--- src/sv/cpbc_pkg.sv ---
// Shared types and constants for the camera parallel bus capture block.
`default_nettype none

package cpbc_pkg;

  // Width of the per-frame byte counter.
  localparam int unsigned FRAME_COUNT_WIDTH = 32;
  localparam int unsigned CMP_W = ((FRAME_COUNT_WIDTH > 32) ? FRAME_COUNT_WIDTH : 32) + 1;

  localparam int unsigned CFG_IDX_W  = 2;
  localparam int unsigned CFG_DATA_W = 16;

  typedef enum logic [CFG_IDX_W-1:0] {
    REG_FRAMES_TO_DECODE = 2'd0,
    REG_DATA_BITS        = 2'd1,
    REG_REPORT_LINES     = 2'd2,
    REG_REPORT_FRAMES    = 2'd3
  } cfg_reg_e;

  typedef enum logic [1:0] {
    KIND_PIXEL     = 2'd0,
    KIND_LINE_END  = 2'd1,
    KIND_FRAME_END = 2'd2
  } kind_e;

  typedef struct packed {
    logic       vsync_level;
    logic       hsync_level;
    logic [7:0] pixel_bus;
  } in_item_t;

  typedef struct packed {
    kind_e        kind;
    logic [7:0]   pixel_value;
    logic [31:0]  count_value;
    logic [15:0]  lines_in_frame;
    logic         length_mismatch;
    logic         last;
  } out_item_t;

  // Controller to datapath.
  typedef struct packed {
    logic accept;      // commit the sample now on the input
    logic load_item;   // latch the pixel or line end result
    logic mul_en;      // form last line length times line count
    logic load_frame;  // latch the frame end result and close the frame
  } dp_cmd_t;

  // Datapath to controller.
  typedef struct packed {
    logic emit;           // the sample gives a pixel or line end result
    logic frame_end;      // the sample closes the frame
    logic report_frames;  // frame end results are enabled
  } dp_status_t;

endpackage

`default_nettype wire

--- src/sv/camera_parallel_bus_capture_top.sv ---
// Top level of the camera parallel bus capture block.
// Usage:
//   Input channel: one item per pixel clock sample (vsync, hsync, data byte),
//   handed over with in_valid_i high and in_stall_o low.
//   Output channel: pixel, line end and frame end items, taken with
//   out_valid_o high and out_stall_i low. The last item caused by a sample
//   carries last set.
//   Configuration: cfg_we_i writes cfg_data_i into register cfg_index_i
//   (0 frames to decode, 1 data bits, 2 report lines, 3 report frames).
//   Result path: a pixel or line end item appears in the cycle after its sample.
//   A frame closing sample then passes through the multiply step and the
//   compare step, which waits for the output register, before its frame end item is registered.
//   Throughput: one sample a cycle while in_stall_o is low; after a frame
//   closing sample no sample is taken until the multiply and compare steps of the frame end check are done.
//   Reset: clears the counters, empties the output register and loads the
//   register defaults; the first frame opens on a vsync fall after a high.
//   Stall: a result waits in the output register; while it is held,
//   in_stall_o rises and no further sample is taken.
`default_nettype none

module camera_parallel_bus_capture_top
  import cpbc_pkg::*;
(
  input  wire logic                  clk_i,
  input  wire logic                  rst_ni,
  input  wire logic                  cfg_we_i,
  input  wire logic [CFG_IDX_W-1:0]  cfg_index_i,
  input  wire logic [CFG_DATA_W-1:0] cfg_data_i,
  input  wire logic                  in_valid_i,
  output logic                       in_stall_o,
  input  wire in_item_t              in_data_i,
  output logic                       out_valid_o,
  input  wire logic                  out_stall_i,
  output out_item_t                  out_data_o
);

  dp_cmd_t    cmd;
  dp_status_t status;

  cpbc_ctrl u_ctrl (
    .clk_i       (clk_i),
    .rst_ni      (rst_ni),
    .in_valid_i  (in_valid_i),
    .in_stall_o  (in_stall_o),
    .out_valid_o (out_valid_o),
    .out_stall_i (out_stall_i),
    .status_i    (status),
    .cmd_o       (cmd)
  );

  cpbc_dp u_dp (
    .clk_i       (clk_i),
    .rst_ni      (rst_ni),
    .cfg_we_i    (cfg_we_i),
    .cfg_index_i (cfg_index_i),
    .cfg_data_i  (cfg_data_i),
    .in_data_i   (in_data_i),
    .cmd_i       (cmd),
    .status_o    (status),
    .out_data_o  (out_data_o)
  );

endmodule

`default_nettype wire

--- src/sv/cpbc_ctrl.sv ---
// Controller: sequences sample acceptance, frame end check and the output register.
`default_nettype none

module cpbc_ctrl
  import cpbc_pkg::*;
(
  input  wire logic       clk_i,
  input  wire logic       rst_ni,
  input  wire logic       in_valid_i,
  output logic            in_stall_o,
  output logic            out_valid_o,
  input  wire logic       out_stall_i,
  input  wire dp_status_t status_i,
  output dp_cmd_t         cmd_o
);

  typedef enum logic [2:0] {
    ST_IDLE = 3'b001,
    ST_MUL  = 3'b010,
    ST_CMP  = 3'b100
  } state_e;

  state_e state_q, state_d;
  logic   out_valid_q, out_valid_d;
  logic   out_free;
  logic   out_taken;
  logic   load;

  assign out_taken = out_valid_q && !out_stall_i;
  assign out_free  = !out_valid_q || !out_stall_i;

  always_comb begin
    state_d    = state_q;
    cmd_o      = '0;
    in_stall_o = 1'b1;
    load       = 1'b0;
    unique case (state_q)
      ST_IDLE: begin
        in_stall_o = !out_free;
        if (in_valid_i && out_free) begin
          cmd_o.accept    = 1'b1;
          cmd_o.load_item = status_i.emit;
          load            = status_i.emit;
          if (status_i.frame_end) begin
            state_d = ST_MUL;
          end
        end
      end
      ST_MUL: begin
        cmd_o.mul_en = 1'b1;
        state_d      = ST_CMP;
      end
      ST_CMP: begin
        // hold until the output register can take the frame end item
        if (out_free) begin
          cmd_o.load_frame = 1'b1;
          load             = status_i.report_frames;
          state_d          = ST_IDLE;
        end
      end
      default: begin
        state_d = ST_IDLE;
      end
    endcase
  end

  always_comb begin
    if (load) begin
      out_valid_d = 1'b1;
    end else if (out_taken) begin
      out_valid_d = 1'b0;
    end else begin
      out_valid_d = out_valid_q;
    end
  end

  always_ff @(posedge clk_i or negedge rst_ni) begin
    if (!rst_ni) begin
      state_q     <= ST_IDLE;
      out_valid_q <= 1'b0;
    end else begin
      state_q     <= state_d;
      out_valid_q <= out_valid_d;
    end
  end

  assign out_valid_o = out_valid_q;

endmodule

`default_nettype wire

--- src/sv/cpbc_dp.sv ---
// Datapath: configuration, sync tracking, counters, frame end check and output payload.
`default_nettype none

module cpbc_dp
  import cpbc_pkg::*;
(
  input  wire logic                  clk_i,
  input  wire logic                  rst_ni,
  input  wire logic                  cfg_we_i,
  input  wire logic [CFG_IDX_W-1:0]  cfg_index_i,
  input  wire logic [CFG_DATA_W-1:0] cfg_data_i,
  input  wire in_item_t              in_data_i,
  input  wire dp_cmd_t               cmd_i,
  output dp_status_t                 status_o,
  output out_item_t                  out_data_o
);

  // configuration
  logic [3:0]  data_bits_q;
  logic        report_lines_q;
  logic        report_frames_q;

  // capture state
  logic                         prev_vsync_q;
  logic                         frame_open_q;
  logic                         line_open_q;
  logic [15:0]                  bytes_line_q;
  logic [15:0]                  bytes_last_q;
  logic [15:0]                  lines_frame_q;
  logic [FRAME_COUNT_WIDTH-1:0] bytes_frame_q;
  logic [15:0]                  frames_left_q;

  logic [31:0] prod_q;
  out_item_t   out_q;

  logic        vs, hs;
  logic        opening, active, closing_line;
  logic [7:0]  mask;
  logic [15:0] lines_eff;
  out_item_t   item_res, frame_res;
  logic [CMP_W-1:0] tot_ext, prod_ext, diff, cnt_wide;
  logic        mis;

  assign vs = in_data_i.vsync_level;
  assign hs = in_data_i.hsync_level;

  assign opening      = !frame_open_q && prev_vsync_q && !vs && (frames_left_q != 16'd0);
  assign active       = frame_open_q || opening;
  assign closing_line = active && !hs && line_open_q;

  assign status_o.emit          = active && (hs || (line_open_q && report_lines_q));
  assign status_o.frame_end     = active && !hs && vs;
  assign status_o.report_frames = report_frames_q;

  assign mask = (data_bits_q >= 4'd8) ? 8'hFF : 8'((16'd1 << data_bits_q) - 16'd1);

  always_comb begin
    item_res                 = '0;
    item_res.kind            = hs ? KIND_PIXEL : KIND_LINE_END;
    item_res.pixel_value     = hs ? (in_data_i.pixel_bus & mask) : 8'd0;
    item_res.count_value     = hs ? 32'd0 : {16'd0, bytes_line_q};
    item_res.last            = !(status_o.frame_end && report_frames_q);
  end

  // total / lines == last  <=>  last*lines <= total < last*lines + lines
  assign lines_eff = (lines_frame_q == 16'd0) ? 16'd1 : lines_frame_q;
  assign tot_ext   = CMP_W'(bytes_frame_q);
  assign prod_ext  = CMP_W'(prod_q);
  assign diff      = tot_ext - prod_ext;
  assign mis       = (tot_ext < prod_ext) || (diff >= CMP_W'(lines_eff));
  assign cnt_wide  = mis ? tot_ext : CMP_W'(bytes_last_q);

  always_comb begin
    frame_res                 = '0;
    frame_res.kind            = KIND_FRAME_END;
    frame_res.count_value     = (cnt_wide > CMP_W'(32'hFFFF_FFFF)) ? 32'hFFFF_FFFF
                                                                  : cnt_wide[31:0];
    frame_res.lines_in_frame  = lines_eff;
    frame_res.length_mismatch = mis;
    frame_res.last            = 1'b1;
  end

  always_ff @(posedge clk_i or negedge rst_ni) begin
    if (!rst_ni) begin
      data_bits_q        <= 4'd8;
      report_lines_q     <= 1'b1;
      report_frames_q    <= 1'b1;
      prev_vsync_q       <= 1'b0;
      frame_open_q       <= 1'b0;
      line_open_q        <= 1'b0;
      bytes_line_q       <= '0;
      bytes_last_q       <= '0;
      lines_frame_q      <= '0;
      bytes_frame_q      <= '0;
      frames_left_q      <= 16'd1;
    end else begin
      if (cfg_we_i) begin
        unique case (cfg_reg_e'(cfg_index_i))
          REG_FRAMES_TO_DECODE: begin
            frames_left_q <= cfg_data_i[15:0];
          end
          REG_DATA_BITS:     data_bits_q     <= cfg_data_i[3:0];
          REG_REPORT_LINES:  report_lines_q  <= cfg_data_i[0];
          REG_REPORT_FRAMES: report_frames_q <= cfg_data_i[0];
          default: ;
        endcase
      end else if (cmd_i.accept && opening) begin
        frames_left_q <= frames_left_q - 16'd1;
      end

      if (cmd_i.accept) begin
        prev_vsync_q <= vs;
        if (opening) begin
          frame_open_q <= 1'b1;
        end
        if (active && hs) begin
          line_open_q <= 1'b1;
          if (bytes_line_q != 16'hFFFF) begin
            bytes_line_q <= bytes_line_q + 16'd1;
          end
          if (bytes_frame_q != '1) begin
            bytes_frame_q <= bytes_frame_q + FRAME_COUNT_WIDTH'(1);
          end
        end
        if (closing_line) begin
          line_open_q  <= 1'b0;
          bytes_last_q <= bytes_line_q;
          bytes_line_q <= '0;
          if (lines_frame_q != 16'hFFFF) begin
            lines_frame_q <= lines_frame_q + 16'd1;
          end
        end
      end

      // close the frame once its result is formed
      if (cmd_i.load_frame) begin
        frame_open_q  <= 1'b0;
        lines_frame_q <= '0;
        bytes_frame_q <= '0;
      end
    end
  end

  always_ff @(posedge clk_i) begin
    if (cmd_i.mul_en) begin
      prod_q <= {16'd0, bytes_last_q} * {16'd0, lines_eff};
    end
    if (cmd_i.load_item) begin
      out_q <= item_res;
    end else if (cmd_i.load_frame) begin
      out_q <= frame_res;
    end
  end

  assign out_data_o = out_q;

endmodule

`default_nettype wire

--- config.mk ---
export PLATFORM = sky130hd
export DESIGN_NAME = camera_parallel_bus_capture_top
export DESIGN_NICKNAME = d
export VERILOG_FILES = /design/src/sv/cpbc_pkg.sv /design/src/sv/camera_parallel_bus_capture_top.sv /design/src/sv/cpbc_ctrl.sv /design/src/sv/cpbc_dp.sv
export SDC_FILE = /design/constraint.sdc
export NUM_CORES = 1
export LEC_CHECK = 0
export BUFFER_PORTS_ARGS = -buffer_cell sky130_fd_sc_hd__buf_4
export CAP_MARGIN = 15
export CORE_MARGIN = 10
export CORE_UTILIZATION = 65
export DETAILED_ROUTE_END_ITERATION = 10
export PLACE_DENSITY = 0.84
export SETUP_SLACK_MARGIN = 0.4
export SYNTH_ARGS = -nofsm -noshare
export SYNTH_HDL_FRONTEND = slang
export SYNTH_SLANG_ARGS = --single-unit
--- constraint.sdc ---
create_clock -name clk_i -period 20.7 [get_ports clk_i]
set_clock_uncertainty 0.1 [all_clocks]
set_input_delay 1.035 -clock clk_i [delete_from_list [all_inputs] [get_ports clk_i]]
set_output_delay 1.035 -clock clk_i [all_outputs]
set_load 0.02 [all_outputs]
==> Word-level counts from Yosys, hierarchy flattened <==
Cells that the tools add are included.
{ "totals": {"inputBits": 33, "output_inout_bits": 62, "elab_cells": 138, "regBits": 201} }
{ "classes": {"eq_ne": 13, "n_bitwise": 1, "n_mux": 43, "add_sub_neg": 6, "n_shift": 1, "mul": 1, "reduce_logical": 49, "n_lt_le_gt_ge": 4} }
{ "op_table": {"columns": ["op", "n"], "rows": [
  ["$mux W16", 12],
  ["$mux W32", 6],
  ["$mux W60", 2],
  ["$ge A33 B16 Y1", 1],
  ["$gt A33 B32 Y1 const B", 1],
  ["$sub A32 B32 Y33", 1],
  ["$add A16 B1 Y16 const B", 2],
  ["$add A32 B1 Y32 const B", 1],
  ["$lt A32 B32 Y1", 1],
  ["$mul A16 B16 Y32", 1],
  ["$ne A16 B16 Y1 const B", 2],
  ["$ne A32 B32 Y1 const B", 1],
  ["$reduce_bool A2 Y1", 11],
  ["$logic_not A16 Y1", 1],
  ["$mux W8", 2],
  ["$reduce_bool A16 Y1", 1],
  ["$sub A16 B1 Y16 const B", 1],
  ["$mux W1", 14],
  ["$reduce_and A2 Y1", 7],
  ["$logic_and A1 B1 Y1", 13],
  ["$reduce_and A3 Y1", 4],
  ["$mux W3", 3],
  ["$pmux W3 S3", 1],
  ["$and A8 B8 Y8", 1],
  ["other kinds (14)", 28]
]} }

==> Logic depth before layout (Yosys ltp) <==
{ "depth": {"depth_word": 11, "ltp_mapped": 28, "mapped_depth_nobuf": 28} }

==> Hierarchy <==
A second synthesis with hierarchy kept.
{ "unflattened": {"cells_unflattened": 2166, "area_unflattened_um2": 20041.7} }
{ "modules_own_cells": {"columns": ["module", "cells_per_inst", "area_each_um2", "instances", "seq_area_each_um2"], "rows": [
  ["cpbc_dp", 2146, 19817.8, 1, 5225.0],
  ["cpbc_ctrl", 20, 224.0, 1, 101.3]
]} }

==> Worst setup path before layout <==
No wires, ideal clock.
{ "synth_timing": {"path_type": "reg2reg", "start": "register u_dp.lines_frame_q[14]", "end": "register u_dp.prod_q[30] (data pin)", "setup_time_ns": 0.258, "arrival_ns": 6.985, "path_slack_ns": 13.358, "path_stages_with_launch": 27, "cell_sequence": "dfrtp_1 -> clkbuf_1 -> inv_1 -> and3_1 -> nand4_1 -> and2_1 -> clkbuf_1 -> nand2_1 -> fa_1 -> fa_1 -> fa_1 -> inv_1 -> fa_1 -> fa_1 -> inv_1 -> fa_1 -> inv_1 -> ha_1 -> or2_2 -> a31oi_1 -> a31oi_1 -> nor4b_1 -> o31ai_1 -> or4_1 -> a31o_2 -> a21oi_1 -> xnor2_1"} }
{ "synth_between": {"elab_chain_cells": 3} }
{ "synth_rtl": {"columns": ["element", "line", "rtl"], "rows": [
  ["from (decl)", "cpbc_dp.sv:29", "logic [15:0] lines_frame_q;"],
  ["from (signal assigned)", "cpbc_dp.sv:130", "lines_frame_q <= lines_frame_q + 16'd1;"],
  ["$logic_not A16 Y1", "cpbc_dp.sv:66", "assign lines_eff = (lines_frame_q == 16'd0) ? 16'd1 : lines_frame_q;"],
  ["$mux W16 *", "cpbc_dp.sv:66", null],
  ["$mul A16 B16 Y32 *", "cpbc_dp.sv:146", "prod_q <= {16'd0, bytes_last_q} * {16'd0, lines_eff};"],
  ["to (signal assigned)", "cpbc_dp.sv:146", null],
  ["to (decl)", "cpbc_dp.sv:33", "logic [31:0] prod_q;"]
]} }
Every way passes the cells marked *; elsewhere a longest branch is shown, timed or not.
A chain may end at the register's enable or synchronous reset.

==> Worst setup path after layout <==
{ "layout_timing": {"start": "register u_dp.lines_frame_q[2]", "end": "register u_dp.prod_q[30] (data pin)"} }
The elaborated chain is that of the path after synthesis.

==> flow_summary_export.csv <==
group,metric,value,unit
layout,num_antenna_cells,0,
pwr,power.density_cell_area,69.43,nW/um^2
timing,grt_setup_unrepaired,"false",
global_route,grt_max_degree,84,
synth,async_flop_share,54.23,%
timing,max_slew_margin,26.90,%
detailed_routing,remaining_drc_errors,0,
pwr,leakagePower,9.942,nW
min_path,hold_path_end,"u_dp.out_data_o[1]$_SDFFE_PP0P_",
global_route,first_global_vias,16000,
clock_tree,max-clock-path-buffers,3,
synth,yosys.cell_count.top_type,"sky130_fd_sc_hd__inv_1",
worst_setup_path,critical_path_required,20870,ps
synth,synth_area_leader,"sky130_fd_sc_hd__fa_1",
timing,finalSetupTns,0,ps
clock_tree,post_cts.resized_instances,0,
clock_tree,clkSinkCount,201,
place,placed_area,20200,sq um
timing,final_min_period_over_clock_period,40.78,%
worst_setup_path,category_of_the_critical_setup_timing_path,"reg -> reg",
clock_tree,cts_tree,"yes",
place,place.detailed.hpwl,41.20,mm
place,portBuffers,94,
worst_setup_path,timing.critical_path.from_type,"register",
detailed_routing,count_of_nets_left_with_antenna_violations_after_detail_routing,0,
timing,setup_viol,0,
status,status,"complete, no violations",
detailed_routing,vias,16110,
synth,postSynthCellCount,2167,
place,gp_routability_congestion,0.9862,
timing,final.min_clock_period,8441,ps
synth,ys_top_cells_by_count,"304 x sky130_fd_sc_hd__inv_1, 256 x sky130_fd_sc_hd__nand2_1, 254 x sky130_fd_sc_hd__nor2_1, 195 x sky130_fd_sc_hd__fa_1, 158 x sky130_fd_sc_hd__ha_1",
worst_setup_path,rr_endpoint,"u_dp.prod_q[30]$_DFFE_PP_",
min_path,hold_path.startpoint,"u_dp.out_data_o[1]$_SDFFE_PP0P_",
layout,layout.filler_cells,2202,
synth,synth_top_flop_cell,"sky130_fd_sc_hd__dfrtp_1",
floorplan,ios,95,
detailed_routing,detailedRoute.firstPassIterationCount,6,
synth,biggest_area_contributors_in_the_synthesized_netlist,"sky130_fd_sc_hd__fa_1 20%, sky130_fd_sc_hd__dfrtp_1 13%, sky130_fd_sc_hd__edfxtp_1 12%, sky130_fd_sc_hd__ha_1 10%, sky130_fd_sc_hd__inv_1 5.9%",
clock_tree,number_of_buffers_created_by_cts,22,
detailed_routing,routed_wl,53.90,mm
floorplan,floorplan.initialDensity,65.60,%
floorplan,die_area,37050,sq um
synth,synth.top_cell.area_share,20.19,%
floorplan,floorplan_core_area,29480,sq um
synth,synth_cell_types,81,
floorplan,die_height,192.5,um
timing,tightestPinTransition,1093,ps
worst_setup_path,r2r_start,"u_dp.lines_frame_q[2]$_DFFE_PN0P_",
global_route,groute.usage.overall,29.20,%
global_route,grt.overflow.total,0,
floorplan,core.rowCount,63,
worst_setup_path,critical_path.max_fanout,15,
synth,netlist_area,19340,sq um
synth,synth-warning-count,0,
layout,post-route-cell-area,20960,sq um
place,preCtsSetupSlack,12510,ps
synth,synth_net_count,2553,
timing,postLayoutSetupSlackWorst,12260,ps
worst_setup_path,reg2regPathDepth,24,
clock_tree,clock_latency_late_sink,530,ps
worst_setup_path,critPathArrivalTime,8610,ps
clock_tree,cts_setup_buffers,0,
detailed_routing,viasPerCell,6.198,
timing,timing_max_transition_violations_final,0,
clock_tree,cts.clk_slew.worst_paths,60,ps
clock_tree,cts_hold_buffers,0,
detailed_routing,wl_per_cell,20.73,um
global_route,number_of_antenna_violations_at_the_first_check_in_global_routing,0,
clock_tree,cts.root.buffer_cell,"sky130_fd_sc_hd__clkbuf_16",
worst_setup_path,end_kind,"register",
flow_run,maxCapViolations,0,
clock_tree,htree_depth,1,
synth,synth-seq-cells,201,
timing,finalHoldViolations,0,
timing,max_freq,118.5,MHz
layout,areaGrowthSynthToFinish,8.398,%
min_path,worst_hold_path_type,"reg -> reg",
layout,nNetsFinal,2580,
detailed_routing,detail_route.iter0.violations,1705,
synth,synth-edff-count,75,
floorplan,fp.dieW,192.5,um
worst_setup_path,rrSetupSlack,12260,ps
pwr,vdd_drop_max,0.07124,mV
layout,drive_gt1_share,7.783,%
min_path,worst_hold_path.num_cells,2,
synth,synth.avg_cell_area,8.924,sq um
synth,ys_seq_area_share,27.54,%
global_route,grt_pass1_wl,85.48,mm
==> cells in the final DEF (no fill, tap or decap), types with 14 or more instances in the layout <==
master,count
sky130_fd_sc_hd__xnor2_1,53
sky130_fd_sc_hd__or3_1,14
sky130_fd_sc_hd__fa_1,195
sky130_fd_sc_hd__nor2_1,253
sky130_fd_sc_hd__dfrtp_1,104
sky130_fd_sc_hd__o21a_1,16
sky130_fd_sc_hd__edfxtp_1,75
sky130_fd_sc_hd__nor3_1,26
sky130_fd_sc_hd__a21oi_1,91
sky130_fd_sc_hd__ha_1,158
sky130_fd_sc_hd__nand3_1,56
sky130_fd_sc_hd__o211ai_1,22
sky130_fd_sc_hd__and3_1,33
sky130_fd_sc_hd__nand4_1,26
sky130_fd_sc_hd__o21ai_0,108
sky130_fd_sc_hd__nand2_1,254
sky130_fd_sc_hd__xor2_1,40
sky130_fd_sc_hd__dfxtp_1,17
sky130_fd_sc_hd__nor4_1,16
sky130_fd_sc_hd__inv_1,303
sky130_fd_sc_hd__buf_4,101
sky130_fd_sc_hd__clkbuf_16,24
==> routing by layer <==
metal  vias up  wire length [um]  global-route usage, %
met5         -                 0                      0
met4         0              3115                  15.21
met3       153              5474                  5.837
met2       838             24710                  45.98
met1      7888             20610                  37.63
li1       7235                 -                      -
==> critical path, cell delays in order, from the launching register on <==
cell	delay [ps]
sky130_fd_sc_hd__dfrtp_1	670
sky130_fd_sc_hd__clkinv_1	440
sky130_fd_sc_hd__and3_1	270
sky130_fd_sc_hd__nand4_1	310
sky130_fd_sc_hd__and2_1	500
sky130_fd_sc_hd__nand2_1	140
sky130_fd_sc_hd__fa_1	530
sky130_fd_sc_hd__fa_1	450
sky130_fd_sc_hd__fa_1	520
sky130_fd_sc_hd__inv_1	50
sky130_fd_sc_hd__fa_1	460
sky130_fd_sc_hd__fa_1	540
sky130_fd_sc_hd__inv_1	50
sky130_fd_sc_hd__fa_1	530
sky130_fd_sc_hd__inv_1	40
sky130_fd_sc_hd__ha_1	350
sky130_fd_sc_hd__or2_2	300
sky130_fd_sc_hd__a31oi_1	240
sky130_fd_sc_hd__a31oi_1	180
sky130_fd_sc_hd__nor4b_1	390
sky130_fd_sc_hd__o31ai_1	150
sky130_fd_sc_hd__or4_1	450
sky130_fd_sc_hd__a31o_2	260
sky130_fd_sc_hd__a21oi_1	170
sky130_fd_sc_hd__xnor2_1	80
==> flip-flops by register name, indices dropped and copies added (netlist names) <==
register              flops
u_ctrl.out_valid_o        1
u_ctrl.state_q            3
u_dp.prev_vsync_q         1
u_dp.lines_frame_q       16
u_dp.bytes_line_q        16
u_dp.frames_left_q       16
u_dp.out_data_o          60
u_dp.bytes_last_q        16
u_dp.report_frames_q      1
u_dp.data_bits_q          4
u_dp.bytes_frame_q       32
u_dp.report_lines_q       1
u_dp.prod_q              32
u_dp.frame_open_q         1
u_dp.line_open_q          1
==> cells by family (layout without fill, tap and decap cells) <==
family                     count (synthesis)  count (layout)  share of synthesized area (%)
DFF                                      201             201                          27.54
buffers and inverters                    412             455                          8.126
xor gates and xnor gates                  93              93                          4.212
and+or+nand+nor                          738             738                          17.11
AOI/OAI and AO/OA                        356             356                          11.83
muxes                                     14              14                         0.7700
adders and majority gates                353             353                          30.41
==> power breakdown <==
part           switching, mW  internal (mW)
logic                  0.305          0.159
registers              0.102          0.477
clock network          0.170          0.242
==> area by class of cell <==
class                           instances  area (sq um)  share of cell area (%)
Tap cell                              390         488.0                   2.328
Multi-Input combinational cell       1554         12450                   59.41
Timing Repair Buffer                  101         758.2                   3.617
Inverter                              314          1179                   5.623
Sequential cell                       201          5326                   25.41
Clock buffer                           29         629.4                   3.002
Clock inverter                         11         128.9                  0.6148
==> per-stage QoR <==
stage | cells | hold slack [ps] | util (%) | total power, mW
finish | 2600 | 355.0 | 71.11 | 1.455
global route | 2600 | 399.2 | 71.11 | 1.531
CTS | 2600 | 364.6 | 71.11 | 1.444
detailed placement | 2560 | 354.5 | 68.53 | 1.032
global placement | 2560 | 330.3 | 68.53 | 1.014
floorplan | 2167 | 357.7 | - | 0.8639
==> how the worst max path moves through the flow <==
stage	cells past startpoint	end	slack (ps)	start
final	24	u_dp.prod_q[30]$_DFFE_PP_	12260	u_dp.lines_frame_q[2]$_DFFE_PN0P_
after detailed placement	24	u_dp.prod_q[30]$_DFFE_PP_	12510	u_dp.lines_frame_q[2]$_DFFE_PN0P_
after CTS	24	u_dp.prod_q[30]$_DFFE_PP_	12420	u_dp.lines_frame_q[2]$_DFFE_PN0P_
after global placement	24	u_dp.prod_q[30]$_DFFE_PP_	12690	u_dp.lines_frame_q[2]$_DFFE_PN0P_
after floorplan	26	u_dp.prod_q[30]$_DFFE_PP_	13360	u_dp.lines_frame_q[14]$_DFFE_PN0P_
after global routing	25	u_dp.prod_q[31]$_DFFE_PP_	11840	u_dp.lines_frame_q[2]$_DFFE_PN0P_
(Power assumes the default switching activity.)
